==> src/rtl/gfba_ram.sv <==
// ----------------------------------------------------------------------------
// gfba_ram
// Simple dual-port RAM: one write port, one read port, registered read data.
// ----------------------------------------------------------------------------
`default_nettype none

module gfba_ram #(
  parameter int unsigned DEPTH = 64,
  parameter int unsigned WIDTH = 8
) (
  input  wire logic                     clk_i,
  input  wire logic                     we_i,
  input  wire logic [$clog2(DEPTH)-1:0] waddr_i,
  input  wire logic [WIDTH-1:0]         wdata_i,
  input  wire logic                     re_i,
  input  wire logic [$clog2(DEPTH)-1:0] raddr_i,
  output logic      [WIDTH-1:0]         rdata_o
);

  logic [WIDTH-1:0] mem [DEPTH];

  always_ff @(posedge clk_i) begin
    if (we_i) begin
      mem[waddr_i] <= wdata_i;
    end
  end

  always_ff @(posedge clk_i) begin
    if (re_i) begin
      rdata_o <= mem[raddr_i];
    end
  end

endmodule

`default_nettype wire

==> config.mk <==
export PLATFORM = sky130hd
export DESIGN_NAME = gfba_ram
export DESIGN_NICKNAME = d
export VERILOG_FILES = /design/src/rtl/gfba_ram.sv
export SDC_FILE = /design/constraint.sdc
export NUM_CORES = 1
export LEC_CHECK = 0
export BUFFER_PORTS_ARGS = -buffer_cell sky130_fd_sc_hd__buf_2
export CORE_ASPECT_RATIO = 0.75
export CORE_MARGIN = 1.5
export CORE_UTILIZATION = 55
export CTS_CLUSTER_SIZE = 20
export DETAILED_ROUTE_END_ITERATION = 8
export PLACE_DENSITY = 0.71
export SLEW_MARGIN = 20
export SYNTH_ARGS = -nofsm -noshare
export SYNTH_HDL_FRONTEND = slang
export SYNTH_SLANG_ARGS = --single-unit
export TNS_END_PERCENT = 20
==> constraint.sdc <==
create_clock -name clk_i -period 3.21 [get_ports clk_i]
set_clock_uncertainty 0.1 [all_clocks]
set_input_delay 0.1605 -clock clk_i [delete_from_list [all_inputs] [get_ports clk_i]]
set_output_delay 0.1605 -clock clk_i [all_outputs]
set_load 0.005 [all_outputs]
* Word level (Yosys, flattened, before mapping)
Memories as Yosys holds them, arrays and structs flattened. A register that Yosys moved wholly into a read port is not among the register bits.
Index checks and enable logic that the tools add are counted.
** Operators by class
- Mux-type cells :: 2
** Operator list (count)
- two-way mux 1 bit :: 2
** Word-level totals
- Logic and storage cells :: 3
- Input bits :: 23
- Output and inout bits :: 8
- Bits in writable memories :: 512
- Flip-flop bits (word level) :: 0
- Memories :: 1
** Memories
- mem :: words 64, width 8, read ports 1, clocked after Yosys merged registers in 1, wr ports 1, line 20 : logic [WIDTH-1:0] mem [DEPTH];

* Depth between registers and ports, before layout
- Word-level depth :: 2
- Gate-level depth with buffers :: 9
- Gate-level depth less buffers :: 5

* Worst setup path after synthesis
OpenSTA, ideal clock, no wires.
- Path type :: in2reg
- Start point :: input raddr_i[1]
- End point :: register rdata_o[3], read port of mem, data pin
- Required time :: 2.844 ns
- Data arrival time :: 1.700 ns
- Stages :: 7
- Buffers on the path :: 3
- Setup time :: 0.266 ns
- Setup slack :: 1.143 ns
- Cells stage by stage :: buf_4 buf_2 buf_2 mux4_2 mux4_2 o21ai_1 o41ai_1
** RTL lines
- start, declared :: line 16 : input wire logic [$clog2(DEPTH)-1:0] raddr_i,
- end, declared :: line 17 : output logic [WIDTH-1:0] rdata_o

==> results.py <==
metrics = {
    "status": {
        "outcome": "complete, no violations",
    },
    "global_routing": {
        "grt_max_degree": 65,
        "grt_pass1_wl_um": 65600,
        "grt_pass1_vias": 9647,
        "antenna_found_initial": 0,
        "overflow": 0,
        "grt_usage_pct": 24.2,
    },
    "floorplan": {
        "die_w_um": 225,
        "die_area_um2": 38000,
        "die_h_um": 169,
        "ios": 31,
        "coreArea_um2": 36000,
        "rows": 60,
        "initial_utilization_pct": 56.2,
    },
    "synth": {
        "synth_top_cell_by_area": "edfxtp_1",
        "synth_top_area_share_pct": 77.1,
        "async_reset_ff_share_pct": 0,
        "syn_area_per_cell_um2": 21.5,
        "yosysMostFrequentCell": "edfxtp_1",
        "synthTopCellsByArea": "edfxtp_1 77%, mux4_2 14%, nor2_1 1.5%",
        "syn-instance-count": 940,
        "netlist_area_um2": 20200,
        "syn_nets": 963,
        "synth_cell_type_count": 39,
        "ys_seq_elements": 520,
        "synth_common_cells": "520 x edfxtp_1, 126 x mux4_2, 83 x nor2_1",
        "yosys_most_used_dff": "edfxtp_1",
        "synth-seq-area-share_pct": 77.1,
        "yosysWarnings": 0,
        "synth_edf_count": 520,
    },
    "final_layout": {
        "area_growth_pct": 12.7,
        "drive_gt1_share_pct": 28.6,
        "nNetsFinal": 1063,
        "n_antenna_cell": 0,
        "stdcell_area_um2": 22800,
    },
    "power_and_ir_drop": {
        "ir_drop_mv": 0.438,
        "power.density_nw_per_um2": 609,
        "p_leak_nw": 7.24,
    },
    "clock_tree": {
        "clk_path_buf_depth": 3,
        "cts_sinks": 520,
        "cts_tree": "done",
        "clk_latency_ns": 0.57,
        "post_cts_resized": 0,
        "ctsHoldBuffers": 1,
        "h-tree-depth": 2,
        "cts-buffers-inserted": 48,
        "cts.clk_slew.worst_paths_ns": 0.07,
        "cts-root-buf": "clkbuf_16",
        "postCtsSetupRepairBufs": 0,
    },
    "routing": {
        "avgRoutedWirePerCell_um": 28.8,
        "vias_per_cell": 6.40,
        "totalWireLength_um": 44400,
        "dr_total_vias": 9872,
        "drt_iter0_drc": 1203,
        "ant_nets": 0,
        "route.detailed.drc": 0,
        "drt-pass1-iter-count": 5,
    },
    "critical_path": {
        "cp_slowest_cell": "mux4_2",
        "path_class": "reg -> reg",
        "cp_max_fo": 1,
        "critPathTopFamily": "multiplexers",
        "critical_path_buf_inv_count": 0,
        "path_cells": "mux4_2 -> mux2_2 -> o221a_2 -> nor3_1 -> o32ai_1",
        "cp.arrival_ns": 2.51,
        "crit_path_start_kind": "register",
        "cpPeakStageDelay_ns": 0.49,
        "critPathCaptureType": "register",
        "crit_required_ns": 3.41,
    },
    "timing": {
        "slew_headroom_pct": 36.9,
        "final-hold-violation-count": 0,
        "rsz0062_at_grt": "no",
        "layout_min_cycle_time_ns": 2.32,
        "post-route-period-util_pct": 72.1,
        "drv_slew": 0,
        "setup_viol_count_final": 0,
        "tightest_slew_ns": 0.944,
        "fin_ws_ns": 0.895,
        "fmax_ghz": 0.432,
        "fin_tns_setup_ns": 0,
    },
    "placement": {
        "gp_congestion": 0.856,
        "place_hpwl_um": 27700,
        "portBuffers": 30,
        "dp_slack_ns": 0.514,
        "place_area_um2": 21300,
    },
    "job": {
        "max_cap_viol_count": 0,
    },
    "min_path": {
        "worstHoldPathType": "in -> reg",
    },
}
through the flow:
step / utilization (%) / std cells / hold slack, ns / power [mW]
2_1_floorplan: - / 940 / 0.159 / 8.09
3_3_place_gp: 59.0 / 1454 / 0.440 / 8.38
3_5_place_dp: 59.0 / 1454 / 0.442 / 8.39
4_1_cts: 63.3 / 1542 / 0.000106 / 14.0
5_1_grt: 63.3 / 1542 / 0.0341 / 14.3
6_report: 63.3 / 1542 / 0.0106 / 13.9
area by class of cell:
cell class / count / area [µm²]
multi-input cells: 369 / 4320
repair buffers: 101 / 762
flip-flops and latches: 520 / 15600
clock buffers: 55 / 1250
clock inverters: 32 / 303
well taps: 465 / 582
fillers: 2387 / 13200
state kept, by name (all words and copies together) (netlist names):
name     flops
mem        512
rdata_o      8
metal layers:
metal / GRT usage [%] / wire length, µm / vias to the layer above
met5: 0 / 0 / -
met4: 5.72 / 926 / 0
li1: - / - / 4138
met2: 35.1 / 19700 / 516
met3: 4.99 / 4420 / 86
met1: 38.4 / 19400 / 5132
cells in the final DEF, fill, tap and decap left out, types with 4 or more instances in the layout:
master	Yosys	routed
clkinv_2	0	9
clkbuf_1	17	6
nand2b_1	7	7
clkbuf_16	0	49
buf_12	2	4
o22ai_1	8	8
nor3_1	7	7
nand3_1	13	13
clkinv_1	0	14
buf_2	11	22
o221ai_1	8	8
edfxtp_1	520	520
a211oi_1	4	4
nor2_1	83	83
nand2_1	19	19
bufinv_16	0	6
buf_4	13	73
mux2i_1	23	23
mux2_2	13	13
a221oi_1	6	6
nor2b_1	14	14
mux4_2	126	126
path summary, 6_finish.rpt:
| check | slack, ns | from | cells after the start | to |
|---|---|---|---|---|
| max | 0.89 | mem[21][6] | 5 | rdata_o[6] |
| max reg2reg | 0.89 | mem[21][6] | 5 | rdata_o[6] |
| min | 0.01 | wdata_i[4] | 1 | mem[3][4] |
| min reg2reg | 0.85 | mem[27][4] | 3 | rdata_o[4] |
cells by family (layout without fill, tap and decap cells):
kind of cell | Yosys count | in the layout | synth area share, %
AOI/OAI and AO/OA | 54 | 54 | 2.06
and+or+nand+nor | 153 | 153 | 3.37
muxes | 162 | 162 | 15.9
DFF | 520 | 520 | 77.1
buffers and inverters | 51 | 188 | 1.56
where the power goes:
part / internal (mW) / total (mW) / switching, mW
combinational: 0.270 / 0.699 / 0.428
sequential: 7.53 / 7.55 / 0.0206
clock: 3.27 / 5.66 / 2.39
Note: power is estimated with default switching activity, not from simulation.
